### config.mk
export PLATFORM = sky130hd
export DESIGN_NAME = three_level_stable_priority_queue_core_flat
export DESIGN_NICKNAME = d
export VERILOG_FILES = /design/src/design/tlspq_pkg.sv /design/src/design/tlspq_req_if.sv /design/src/design/tlspq_rsp_if.sv /design/src/design/three_level_stable_priority_queue_core.sv /design/src/design/tlspq_store.sv /design/src/design/tlspq_ctrl.sv /design/src/flat_wrapper.sv
export VERILOG_INCLUDE_DIRS = /design/src /design/src/design
export SDC_FILE = /design/constraint.sdc
export NUM_CORES = 2
export LEC_CHECK = 0
export BUFFER_PORTS_ARGS = -buffer_cell sky130_fd_sc_hd__buf_2
export CORE_ASPECT_RATIO = 1.25
export CORE_MARGIN = 2
export CORE_UTILIZATION = 65
export CTS_CLUSTER_DIAMETER = 200
export DETAILED_ROUTE_END_ITERATION = 12
export PLACE_DENSITY_LB_ADDON = 0.12
export SLEW_MARGIN = 20
export SYNTH_ARGS = -nofsm -noshare
export SYNTH_HDL_FRONTEND = slang
export SYNTH_SLANG_ARGS = --single-unit
### constraint.sdc
create_clock -name clk -period 10.48 [get_ports clk]
set_input_delay 2.62 -clock clk [delete_from_list [all_inputs] [get_ports clk]]
set_output_delay 2.62 -clock clk [all_outputs]
set_load 0.1 [all_outputs]
### src/design/three_level_stable_priority_queue_core_assert.svh
// Assertion macros used by the queue's control module.
`ifndef THREE_LEVEL_STABLE_PRIORITY_QUEUE_CORE_ASSERT_SVH
`define THREE_LEVEL_STABLE_PRIORITY_QUEUE_CORE_ASSERT_SVH

// The consequent must hold in the same cycle as the antecedent.
`define TLSPQ_ASSERT_IMP(name, ck, rs, ante, cons) \
  name: assert property (@(posedge ck) disable iff (rs) (ante) |-> (cons)) \
    else $error("tlspq assertion failed");

// The consequent must hold in the cycle after the antecedent.
`define TLSPQ_ASSERT_NXT(name, ck, rs, ante, cons) \
  name: assert property (@(posedge ck) disable iff (rs) (ante) |=> (cons)) \
    else $error("tlspq assertion failed");

`endif

### src/design/tlspq_pkg.sv
package tlspq_pkg;

  localparam int ID_W     = 37;
  localparam int ITEMS_W  = 10;
  localparam int LEVEL_W  = 2;
  localparam int STATUS_W = 3;
  localparam int OCC_W    = 5;
  localparam int LIDX_W   = 2;

  localparam int DEFAULT_DEPTH = 16;

  localparam logic REQ_INSERT = 1'b0;
  localparam logic REQ_SERVE  = 1'b1;

  localparam logic [STATUS_W-1:0] STATUS_INSERTED = 3'd0;
  localparam logic [STATUS_W-1:0] STATUS_SERVED   = 3'd1;
  localparam logic [STATUS_W-1:0] STATUS_EMPTY    = 3'd2;
  localparam logic [STATUS_W-1:0] STATUS_FULL     = 3'd3;
  localparam logic [STATUS_W-1:0] STATUS_BADLEVEL = 3'd4;

  localparam logic [LEVEL_W-1:0] LEVEL_NONE = 2'd0;
  localparam logic [LEVEL_W-1:0] LEVEL_ONE  = 2'd1;

  localparam logic [LIDX_W-1:0] LIDX_HIGH = 2'd0;
  localparam logic [LIDX_W-1:0] LIDX_MID  = 2'd1;
  localparam logic [LIDX_W-1:0] LIDX_LOW  = 2'd2;

  typedef struct packed {
    logic [ID_W-1:0]    id;
    logic [ITEMS_W-1:0] items;
  } entry_t;

endpackage

### src/design/tlspq_req_if.sv
interface tlspq_req_if import tlspq_pkg::*; ();
  logic               valid;
  logic               ready;
  logic               req_type;
  logic [LEVEL_W-1:0] level;
  logic [ID_W-1:0]    customer_id;
  logic [ITEMS_W-1:0] item_count;

  modport source (output valid, output req_type, output level, output customer_id,
                  output item_count, input ready);
  modport sink (input valid, input req_type, input level, input customer_id,
                input item_count, output ready);
endinterface

### src/design/tlspq_rsp_if.sv
interface tlspq_rsp_if import tlspq_pkg::*; ();
  logic                valid;
  logic                ready;
  logic [STATUS_W-1:0] status;
  logic [ID_W-1:0]     served_id;
  logic [ITEMS_W-1:0]  served_items;
  logic [LEVEL_W-1:0]  served_level;
  logic [OCC_W-1:0]    occupancy;

  modport source (output valid, output status, output served_id, output served_items,
                  output served_level, output occupancy, input ready);
  modport sink (input valid, input status, input served_id, input served_items,
                input served_level, input occupancy, output ready);
endinterface

### src/design/three_level_stable_priority_queue_core.sv
// Channel  Role    Payload
// req      sink    req_type, level, customer_id, item_count
// rsp      source  status, served_id, served_items, served_level, occupancy
//
// An insert or a refused request gives its result in the cycle after its transfer.
// A serve of a non-empty queue registers the entry memory's read data, then the result.
// A new request is taken once the previous result is registered and the output is free or
// being taken in the same cycle.
// Reset empties all three level queues at once; the entry memory itself is not cleared.
module three_level_stable_priority_queue_core import tlspq_pkg::*; #(
  parameter int QUEUE_DEPTH = DEFAULT_DEPTH
) (
  input logic         clk,
  input logic         rst,
  tlspq_req_if.sink   req,
  tlspq_rsp_if.source rsp
);

  localparam int PTR_W  = $clog2(QUEUE_DEPTH);
  localparam int ADDR_W = PTR_W + LIDX_W;

  logic              mem_we;
  logic [ADDR_W-1:0] mem_waddr;
  entry_t            mem_wdata;
  logic              mem_re;
  logic [ADDR_W-1:0] mem_raddr;
  entry_t            mem_rdata;

  tlspq_ctrl #(
    .DEPTH(QUEUE_DEPTH)
  ) u_ctrl (
    .clk       (clk),
    .rst       (rst),
    .req       (req),
    .rsp       (rsp),
    .mem_we    (mem_we),
    .mem_waddr (mem_waddr),
    .mem_wdata (mem_wdata),
    .mem_re    (mem_re),
    .mem_raddr (mem_raddr),
    .mem_rdata (mem_rdata)
  );

  tlspq_store #(
    .DEPTH(QUEUE_DEPTH)
  ) u_store (
    .clk   (clk),
    .we    (mem_we),
    .waddr (mem_waddr),
    .wdata (mem_wdata),
    .re    (mem_re),
    .raddr (mem_raddr),
    .rdata (mem_rdata)
  );

endmodule

### src/design/tlspq_store.sv
module tlspq_store import tlspq_pkg::*; #(
  parameter int DEPTH = DEFAULT_DEPTH,
  localparam int PTR_W = $clog2(DEPTH),
  localparam int ADDR_W = PTR_W + LIDX_W
) (
  input  logic              clk,
  input  logic              we,
  input  logic [ADDR_W-1:0] waddr,
  input  entry_t            wdata,
  input  logic              re,
  input  logic [ADDR_W-1:0] raddr,
  output entry_t            rdata
);

  // One circular buffer of DEPTH words per level, selected by the upper address bits.
  localparam int WORDS = 3 * (1 << PTR_W);

  entry_t mem [0:WORDS-1];

  always_ff @(posedge clk) begin
    if (we) begin
      mem[waddr] <= wdata;
    end
  end

  always_ff @(posedge clk) begin
    if (re) begin
      rdata <= mem[raddr];
    end
  end

endmodule

### src/design/tlspq_ctrl.sv
`include "three_level_stable_priority_queue_core_assert.svh"

module tlspq_ctrl import tlspq_pkg::*; #(
  parameter int DEPTH = DEFAULT_DEPTH,
  localparam int PTR_W = $clog2(DEPTH),
  localparam int ADDR_W = PTR_W + LIDX_W
) (
  input  logic              clk,
  input  logic              rst,
  tlspq_req_if.sink         req,
  tlspq_rsp_if.source       rsp,
  output logic              mem_we,
  output logic [ADDR_W-1:0] mem_waddr,
  output entry_t            mem_wdata,
  output logic              mem_re,
  output logic [ADDR_W-1:0] mem_raddr,
  input  entry_t            mem_rdata
);

  localparam int CNT_W = $clog2(DEPTH + 1);

  localparam logic S_IDLE = 1'b0;
  localparam logic S_READ = 1'b1;

  logic state;
  logic [CNT_W-1:0] total;
  logic [CNT_W-1:0] cnt  [0:2];
  logic [PTR_W-1:0] head [0:2];
  logic [PTR_W-1:0] tail [0:2];
  logic [LEVEL_W-1:0] srv_level;

  logic                out_valid;
  logic [STATUS_W-1:0] out_status;
  logic [ID_W-1:0]     out_id;
  logic [ITEMS_W-1:0]  out_items;
  logic [LEVEL_W-1:0]  out_level;
  logic [OCC_W-1:0]    out_occ;

  logic              acc;
  logic              is_ins;
  logic              bad;
  logic              full;
  logic              ins_ok;
  logic              srv_ok;
  logic [LIDX_W-1:0] lidx;
  logic [LIDX_W-1:0] sel;
  logic [PTR_W-1:0]  tail_cur;
  logic [PTR_W-1:0]  head_cur;

  function automatic logic [PTR_W-1:0] ptr_inc(input logic [PTR_W-1:0] p);
    logic [PTR_W-1:0] r;
    if (p == PTR_W'(DEPTH - 1)) begin
      r = '0;
    end else begin
      r = p + PTR_W'(1);
    end
    return r;
  endfunction

  assign req.ready = (state == S_IDLE) && (!out_valid || rsp.ready);

  always_comb begin
    acc    = req.valid && req.ready;
    is_ins = req.req_type == REQ_INSERT;
    bad    = req.level == LEVEL_NONE;
    full   = total == CNT_W'(DEPTH);
    lidx   = LIDX_W'(req.level - LEVEL_ONE);
    ins_ok = acc && is_ins && !bad && !full;
    srv_ok = acc && !is_ins && (total != '0);
    if (cnt[0] != '0) begin
      sel = LIDX_HIGH;
    end else if (cnt[1] != '0) begin
      sel = LIDX_MID;
    end else begin
      sel = LIDX_LOW;
    end
    case (lidx)
      LIDX_HIGH: tail_cur = tail[0];
      LIDX_MID:  tail_cur = tail[1];
      default:   tail_cur = tail[2];
    endcase
    case (sel)
      LIDX_HIGH: head_cur = head[0];
      LIDX_MID:  head_cur = head[1];
      default:   head_cur = head[2];
    endcase
  end

  assign mem_we          = ins_ok;
  assign mem_waddr       = {lidx, tail_cur};
  assign mem_wdata.id    = req.customer_id;
  assign mem_wdata.items = req.item_count;
  assign mem_re          = srv_ok;
  assign mem_raddr       = {sel, head_cur};

  always_ff @(posedge clk) begin
    if (rst) begin
      state     <= S_IDLE;
      out_valid <= 1'b0;
      total     <= '0;
      for (int i = 0; i < 3; i++) begin
        cnt[i]  <= '0;
        head[i] <= '0;
        tail[i] <= '0;
      end
    end else begin
      unique case (state)
        S_IDLE: begin
          if (acc) begin
            if (is_ins) begin
              out_valid <= 1'b1;
              out_id    <= '0;
              out_items <= '0;
              out_level <= LEVEL_NONE;
              if (bad) begin
                out_status <= STATUS_BADLEVEL;
                out_occ    <= OCC_W'(total);
              end else if (full) begin
                out_status <= STATUS_FULL;
                out_occ    <= OCC_W'(total);
              end else begin
                out_status <= STATUS_INSERTED;
                out_occ    <= OCC_W'(total + CNT_W'(1));
                tail[lidx] <= ptr_inc(tail_cur);
                cnt[lidx]  <= cnt[lidx] + CNT_W'(1);
                total      <= total + CNT_W'(1);
              end
            end else if (total == '0) begin
              out_valid  <= 1'b1;
              out_status <= STATUS_EMPTY;
              out_id     <= '0;
              out_items  <= '0;
              out_level  <= LEVEL_NONE;
              out_occ    <= OCC_W'(total);
            end else begin
              out_valid <= 1'b0;
              head[sel] <= ptr_inc(head_cur);
              cnt[sel]  <= cnt[sel] - CNT_W'(1);
              total     <= total - CNT_W'(1);
              srv_level <= LEVEL_W'(sel) + LEVEL_ONE;
              state     <= S_READ;
            end
          end else if (rsp.valid && rsp.ready) begin
            out_valid <= 1'b0;
          end
        end
        S_READ: begin
          out_valid  <= 1'b1;
          out_status <= STATUS_SERVED;
          out_id     <= mem_rdata.id;
          out_items  <= mem_rdata.items;
          out_level  <= srv_level;
          out_occ    <= OCC_W'(total);
          state      <= S_IDLE;
        end
        default: begin
          state <= S_IDLE;
        end
      endcase
    end
  end

  assign rsp.valid        = out_valid;
  assign rsp.status       = out_status;
  assign rsp.served_id    = out_id;
  assign rsp.served_items = out_items;
  assign rsp.served_level = out_level;
  assign rsp.occupancy    = out_occ;

  `TLSPQ_ASSERT_IMP(a_total_bound, clk, rst, 1'b1, total <= CNT_W'(DEPTH))
  `TLSPQ_ASSERT_IMP(a_total_sum, clk, rst, 1'b1, total == cnt[0] + cnt[1] + cnt[2])
  `TLSPQ_ASSERT_NXT(a_serve_read, clk, rst, srv_ok, state == S_READ)
  `TLSPQ_ASSERT_NXT(a_read_result, clk, rst, state == S_READ,
                    out_valid && out_status == STATUS_SERVED)

endmodule
### src/flat_wrapper.sv
// flat-port wrapper written by rule: the top's interface ports become plain ports
module three_level_stable_priority_queue_core_flat import tlspq_pkg::*;
#(
  parameter int QUEUE_DEPTH = DEFAULT_DEPTH
)
  (clk, rst, req_valid, req_req_type, req_level, req_customer_id, req_item_count, req_ready, rsp_valid, rsp_status, rsp_served_id, rsp_served_items, rsp_served_level, rsp_occupancy, rsp_ready);
  tlspq_req_if req_i ();
  tlspq_rsp_if rsp_i ();
  input logic clk;
  input logic rst;
  input wire logic [$bits(req_i.valid)-1:0] req_valid;
  input wire logic [$bits(req_i.req_type)-1:0] req_req_type;
  input wire logic [$bits(req_i.level)-1:0] req_level;
  input wire logic [$bits(req_i.customer_id)-1:0] req_customer_id;
  input wire logic [$bits(req_i.item_count)-1:0] req_item_count;
  output wire logic [$bits(req_i.ready)-1:0] req_ready;
  output wire logic [$bits(rsp_i.valid)-1:0] rsp_valid;
  output wire logic [$bits(rsp_i.status)-1:0] rsp_status;
  output wire logic [$bits(rsp_i.served_id)-1:0] rsp_served_id;
  output wire logic [$bits(rsp_i.served_items)-1:0] rsp_served_items;
  output wire logic [$bits(rsp_i.served_level)-1:0] rsp_served_level;
  output wire logic [$bits(rsp_i.occupancy)-1:0] rsp_occupancy;
  input wire logic [$bits(rsp_i.ready)-1:0] rsp_ready;
  assign req_i.valid = req_valid;
  assign req_i.req_type = req_req_type;
  assign req_i.level = req_level;
  assign req_i.customer_id = req_customer_id;
  assign req_i.item_count = req_item_count;
  assign req_ready = req_i.ready;
  assign rsp_valid = rsp_i.valid;
  assign rsp_status = rsp_i.status;
  assign rsp_served_id = rsp_i.served_id;
  assign rsp_served_items = rsp_i.served_items;
  assign rsp_served_level = rsp_i.served_level;
  assign rsp_occupancy = rsp_i.occupancy;
  assign rsp_i.ready = rsp_ready;
  three_level_stable_priority_queue_core #(.QUEUE_DEPTH(QUEUE_DEPTH)) u_core (.clk(clk), .rst(rst), .req(req_i), .rsp(rsp_i));
endmodule
Yosys cells after proc, flatten, opt, wreduce, memory -nomap -nowiden --
Memory sizes are Yosys's and may differ from the RTL's. A register that Yosys moved wholly into a read port is not among the register bits. Index checks and enable logic that the tools add are counted.
Word-level totals: bits in registers 66, latch bits 0, RAM bits 2295, memory bits (read-only) 0, bits of input ports 54, logic and storage cells 138, memories 4
Operators by class: $add $sub $neg 8, $mul 0, divide/modulo/power cells 0, order comparisons 0, equality and inequality tests 9, shifts and indexed selects 0, mux-type cells 78, bitwise operators 4, reductions and logical operators 26
Memories:
- u_core.u_store.mem | words 48, width 47, read ports 1, clocked after Yosys merged registers in 1, write ports 1, line tlspq_store.sv:18 | entry_t mem [0:WORDS-1];
- u_core.u_ctrl.cnt | words 3, width 5, read ports 4, clocked after Yosys merged registers in 0, write ports 3, line tlspq_ctrl.sv:27 | logic [CNT_W-1:0] cnt [0:2];
- u_core.u_ctrl.head | words 3, width 4, read ports 3, clocked after Yosys merged registers in 0, write ports 3, line tlspq_ctrl.sv:28 | logic [PTR_W-1:0] head [0:2];
- u_core.u_ctrl.tail | words 3, width 4, read ports 3, clocked after Yosys merged registers in 0, write ports 3, line tlspq_ctrl.sv:29 | logic [PTR_W-1:0] tail [0:2];
Operator list (count):
- $mux W37 | 3
- $pmux W37 S2 | 1
- $mux W4 | 15
- $mux W5 | 9
- $mux W10 | 3
- $mux W1 | 25
- $mux W2 | 10
- $pmux W10 S2 | 1
- $pmux W4 S2 | 2
- $reduce_bool A5 Y1 | 3
- $mux W3 | 4
- $add A5 B1 Y5 const B | 2
- $pmux W5 S2 | 1
- $reduce_or A5 Y1 | 2
- $sub A5 B1 Y5 const B | 2
- $add A4 B1 Y4 const B | 2
- $eq A4 B4 Y1 const B | 2
- $logic_and A1 B1 Y1 | 8
- $reduce_or A4 Y1 | 2
- $logic_not A2 Y1 | 3
- $ne A3 B2 Y1 const B | 2
- $pmux W3 S2 | 1
- $reduce_and A3 Y1 | 2
- $eq A5 B5 Y1 const B | 1
- 11 further kinds | 19

Depth between registers and ports, before layout --
An unclocked memory read counts as a cell.
depth after elaboration 14, depth in mapped cells 14, mapped depth without buffers 11

Modules after synthesis --
A second synthesis with hierarchy kept.
Second synthesis, totals: cell total of the unflattened synthesis 4243, area, all modules 93073.0 µm²
By module, submodules not included:
- tlspq_store | times used 1, cells an instance 3750, area each 87273.7 µm²
- tlspq_ctrl | times used 1, cells an instance 493, area each 5799.3 µm²

Worst setup path after synthesis --
OpenSTA, ideal clock, no wires.
path type input to register, start in rsp_ready, end mem u_core.u_ctrl.cnt[2][0] in the netlist's numbering, enable pin, setup time 0.316 ns, data arrival time 7.980 ns, setup slack 2.183 ns, stages 9, path buffers 1, cells stage by stage inv_1 -> a21oi_1 -> nand2_1 -> nor2_1 -> a21oi_1 -> or2_2 -> or2_2 -> clkbuf_1 -> nand2b_1
RTL lines:
- from (decl) | line flat_wrapper.sv:23 | input wire logic [$bits(rsp_i.ready)-1:0] rsp_ready;
- to (decl) | line tlspq_ctrl.sv:27

Worst setup path in the final report --
start in req_level[0], end mem u_core.u_store.mem[43][43] in the netlist's numbering, enable pin
On the way: word-level cells in the longest chain between the ends 6, elaborated cells on any way between the ends 10
Ends and longest elaborated chain:
- from (decl) | line flat_wrapper.sv:13 | input wire logic [$bits(req_i.level)-1:0] req_level;
- $logic_not A2 Y1 | line tlspq_ctrl.sv:65 | bad = req.level == LEVEL_NONE;
- via u_core.u_ctrl.bad | line tlspq_ctrl.sv:41 | logic bad;
- $logic_not A1 Y1 | line tlspq_ctrl.sv:68 | ins_ok = acc && is_ins && !bad && !full;
- $logic_and A1 B1 Y1 (2 in series) | line tlspq_ctrl.sv:68
- $mux W1 | line tlspq_store.sv:21 | if (we) begin
- $mux W1 (not written as such) | line tlspq_store.sv:22 | mem[waddr] <= wdata;
- to (decl) | line tlspq_store.sv:18
The timed path passes the listed nets, and every way through them passes these cells.

==> impl_metrics.json <==
{
  "power.switching_fraction_pct": 24.2,
  "detail-route-antenna-nets": 0,
  "timing.setup.tns_ps": 0,
  "drive_gt1_share_pct": 17.0,
  "net_switching_uw": 4970,
  "final_period_minus_worst_setup_slack_ps": 6250,
  "maximum_capacitance_violations": 0,
  "grt-ovfl-total": 0,
  "synth_seq_cells": 2413,
  "crit-reg2reg-launch": "u_core.u_ctrl.cnt[1][1]",
  "tritoncts": "yes",
  "worst_path_max_delay_cell": "sky130_fd_sc_hd__nor2_4",
  "worstPathRequired_ps": 10970,
  "routed_vias": 51705,
  "synth_area_um2": 93100,
  "run_status": "finished, final reports clean",
  "layout.cell_area.non_filler_um2": 103000,
  "synth.lib_cells_used.distinct": 70,
  "timing.critical_path.fanout_max": 25,
  "initialDrtViolationCount": 8178,
  "synthArstFlopShare_pct": 0,
  "floorplan.die.height_um": 427,
  "clk_transition_reported_paths_ps": 60,
  "io_pins": 113,
  "share_of_the_clock_period_used_by_the_worst_path_pct": 59.6,
  "power.share.clock_pct": 36.8,
  "wire_length_of_the_first_global_routing_pass_um": 360000,
  "cell_internal_power_uw": 15600,
  "placedInstanceArea_um2": 95800,
  "power_per_cell_area_nw_per_um2": 200,
  "leakage_uw": 0.0333,
  "hold_viol": 0,
  "origin_of_the_worst_setup_path": "req_level[0]",
  "max-slew-margin-rel_pct": 20.8,
  "ys_dominant_reg_cell": "sky130_fd_sc_hd__edfxtp_1",
  "floorplan.die.width_um": 343,
  "postCtsSetupRepairBufs": 0,
  "syn_inst": 5254,
  "cts_made_buffers": 214,
  "number_of_buffers_between_clock_root_and_the_deepest_sink": 3,
  "numClockSinks": 2413,
  "row_count": 155,
  "cts_root_buffer": "sky130_fd_sc_hd__clkbuf_16",
  "path_class": "in -> reg",
  "drt_first_pass_iters": 7,
  "vias_in_the_first_global_route": 50569,
  "worstSetupEndpointType": "flip-flop",
  "start_kind": "primary input",
  "core-area_um2": 143000,
  "place_congestion": 0.894,
  "achievable-frequency_mhz": 160,
  "post_cts.resized_instances": 0,
  "area_growth_syn_to_layout_pct": 10.2,
  "layout.cells.most_common": "sky130_fd_sc_hd__edfxtp_1",
  "antenna_found_initial": 15,
  "commonest_cells_after_routing_fill_and_taps_aside": "sky130_fd_sc_hd__edfxtp_1, sky130_fd_sc_hd__nand2_1, sky130_fd_sc_hd__mux4_2",
  "clock_tree.htree_level_count": 4,
  "timing.critical_path.arrival_ps": 6740,
  "cts_hold_buffers": 0,
  "clock_latency_ps": 850,
  "synth_seq_area_share_pct": 77.8,
  "final_count_of_pins_violating_max_slew": 0,
  "postLayoutCoreUtil_pct": 72.0,
  "nets": 5463,
  "post_route_drc": 0,
  "tightest_slew_ps": 1180,
  "slowest_delay_ps": 1050,
  "viasPerCell": 6.93,
  "place.port_buffers": 112,
  "grt_util_all_layers_pct": 35.2,
  "synth_fp_nets": 5319,
  "unrepaired_setup_endpoints_after_global_routing": "false",
  "min_path_type": "reg -> reg",
  "number_of_flops_mapped_to_enable_cells_by_yosys": 2406,
  "finish_stage_setup_viols": 0,
  "avgSynthCellArea_um2": 17.7,
  "largest_net_degree_at_the_start_of_global_routing": 142,
  "synthesis.yosys.warnings": 0,
  "initial_utilization_pct": 65.3,
  "detailed_place_hpwl_um": 144000,
  "routed_wl_um": 254000,
  "routedWlPerCell_um": 34.0,
  "design.die.area_um2": 146000,
  "pwr-share-comb_pct": 10.8,
  "hold_start": "u_core.u_store.rdata[7]",
  "vdd_drop_max_uv": 208,
  "crit_chain": "buf_2, inv_1, ha_1, nor2_1, nand4_1, nor2b_1, nand2_1, nor2_4, buf_4",
  "skew_ps": 21.7,
  "sequentialPowerShare_pct": 52.4
}
logic make-up (layout without fill, tap and decap cells):
group	count (synthesis)	count (layout)	synth area share, %
flip-flops	2413	2413	77.8
AND/OR/NAND/NOR	1515	1515	7.03
AO/OA/AOI/OAI	587	587	4.28
multiplexers	387	387	8.77
buffers and inverters	327	642	1.89
XOR/XNOR	14	14	0.132
adder cells (fa/ha/maj)	11	11	0.148
other	0	7	0
state kept, by name (all words and copies together) (netlist names):
signal and cells:
u_core.u_store.mem 2256, u_core.u_store.rdata 47, u_core.u_ctrl.rsp.served_id 37, u_core.u_ctrl.cnt 20, u_core.u_ctrl.head 12, u_core.u_ctrl.tail 12, u_core.u_ctrl.rsp.served_items 10, u_core.u_ctrl.rsp.occupancy 5
u_core.u_ctrl.total 5, u_core.u_ctrl.rsp.status 3, u_core.u_ctrl.rsp.served_level 2, u_core.u_ctrl.srv_level 2, u_core.u_ctrl.rsp.valid 1, u_core.u_ctrl.state 1
power by group through the flow:
stage               Sequential [µW]  Combinational (µW)  Clock, µW
floorplan                     11100                1260          0
global route                  10800                2320       7950
global placement              11000                2150          0
detailed placement            11000                2180          0
CTS                           10800                2190       7610
finish                        10800                2210       7560
Yosys cell counts (6+ instances only):
master	instances	area, µm²
sky130_fd_sc_hd__buf_8	6	90.1
sky130_fd_sc_hd__or3_1	13	81.3
sky130_fd_sc_hd__a32oi_1	81	709
sky130_fd_sc_hd__buf_6	29	327
sky130_fd_sc_hd__a22oi_1	81	608
sky130_fd_sc_hd__buf_4	16	120
sky130_fd_sc_hd__and2_1	51	319
sky130_fd_sc_hd__clkbuf_1	135	507
sky130_fd_sc_hd__ha_1	11	138
sky130_fd_sc_hd__and3_1	57	357
sky130_fd_sc_hd__a221oi_1	19	166
sky130_fd_sc_hd__edfxtp_1	2406	72200
sky130_fd_sc_hd__mux4_2	343	7720
sky130_fd_sc_hd__o21ai_0	29	145
sky130_fd_sc_hd__buf_2	82	410
sky130_fd_sc_hd__o22ai_1	44	275
sky130_fd_sc_hd__a21o_1	11	82.6
sky130_fd_sc_hd__o211a_1	9	90.1
sky130_fd_sc_hd__o211ai_1	24	180
sky130_fd_sc_hd__nand2_1	935	3510
sky130_fd_sc_hd__nor3_1	13	65.1
sky130_fd_sc_hd__nor2_1	110	413
sky130_fd_sc_hd__dfxtp_1	7	140
sky130_fd_sc_hd__a21oi_1	169	846
sky130_fd_sc_hd__nand4_1	19	119
sky130_fd_sc_hd__nor2b_1	7	43.8
sky130_fd_sc_hd__o31a_1	19	166
sky130_fd_sc_hd__mux2i_1	43	430
sky130_fd_sc_hd__nor4_1	15	93.8
sky130_fd_sc_hd__nand3_1	274	1370
sky130_fd_sc_hd__inv_1	17	63.8
sky130_fd_sc_hd__a31oi_1	68	425
sky130_fd_sc_hd__buf_1	34	128
sky130_fd_sc_hd__xnor2_1	9	78.8
cell type report:
class / count / area (µm²)
Antenna cell: 7 / 17.5
Clock buffer: 271 / 5710
Clock inverter: 116 / 936
Fill cell: 8524 / 40000
Inverter: 20 / 90.1
Multi-Input combinational cell: 2514 / 19500
Sequential cell: 2413 / 72400
Tap cell: 1884 / 2360
Timing Repair Buffer: 235 / 1600
per-layer routing:
metal | part of all wire (%) | GRT usage, % | vias up
met2 | 48 | 55.5 | 3610
li1 | - | - | 21033
met3 | 11 | 6.23 | 703
met4 | 6.9 | 21.1 | 10
met1 | 35 | 46.9 | 26349
met5 | 0.024 | 0 | -
through the flow:
step | hold slack (ps) | worst slack, ps | instances | total power (µW)
floorplan | 496 | 2180 | 5254 | 12300
global placement | 511 | 3520 | 7062 | 13100
detailed placement | 512 | 3480 | 7062 | 13100
CTS | 531 | 4300 | 7449 | 20600
global route | 540 | 4100 | 7453 | 21000
finish | 528 | 4230 | 7460 | 20500
path summary, 6_finish.rpt:
path | to | slack, ps | cells past startpoint
worst max register to register | u_core.u_store.rdata[15] | 4470 | 11
worst min register to register | u_core.u_ctrl.rsp.served_items[7] | 530 | 1
worst min-delay path | u_core.u_ctrl.rsp.served_items[7] | 530 | 1
worst max-delay path | u_core.u_store.mem[43][43] | 4230 | 9
critical path: cells and delay by family:
kind	cells	cell delay, ps
buffers and inverters	3	960
adder cells (fa/ha/maj)	1	340
AND/OR/NAND/NOR	5	2780
No activity file was read; power rests on OpenSTA's default activity.
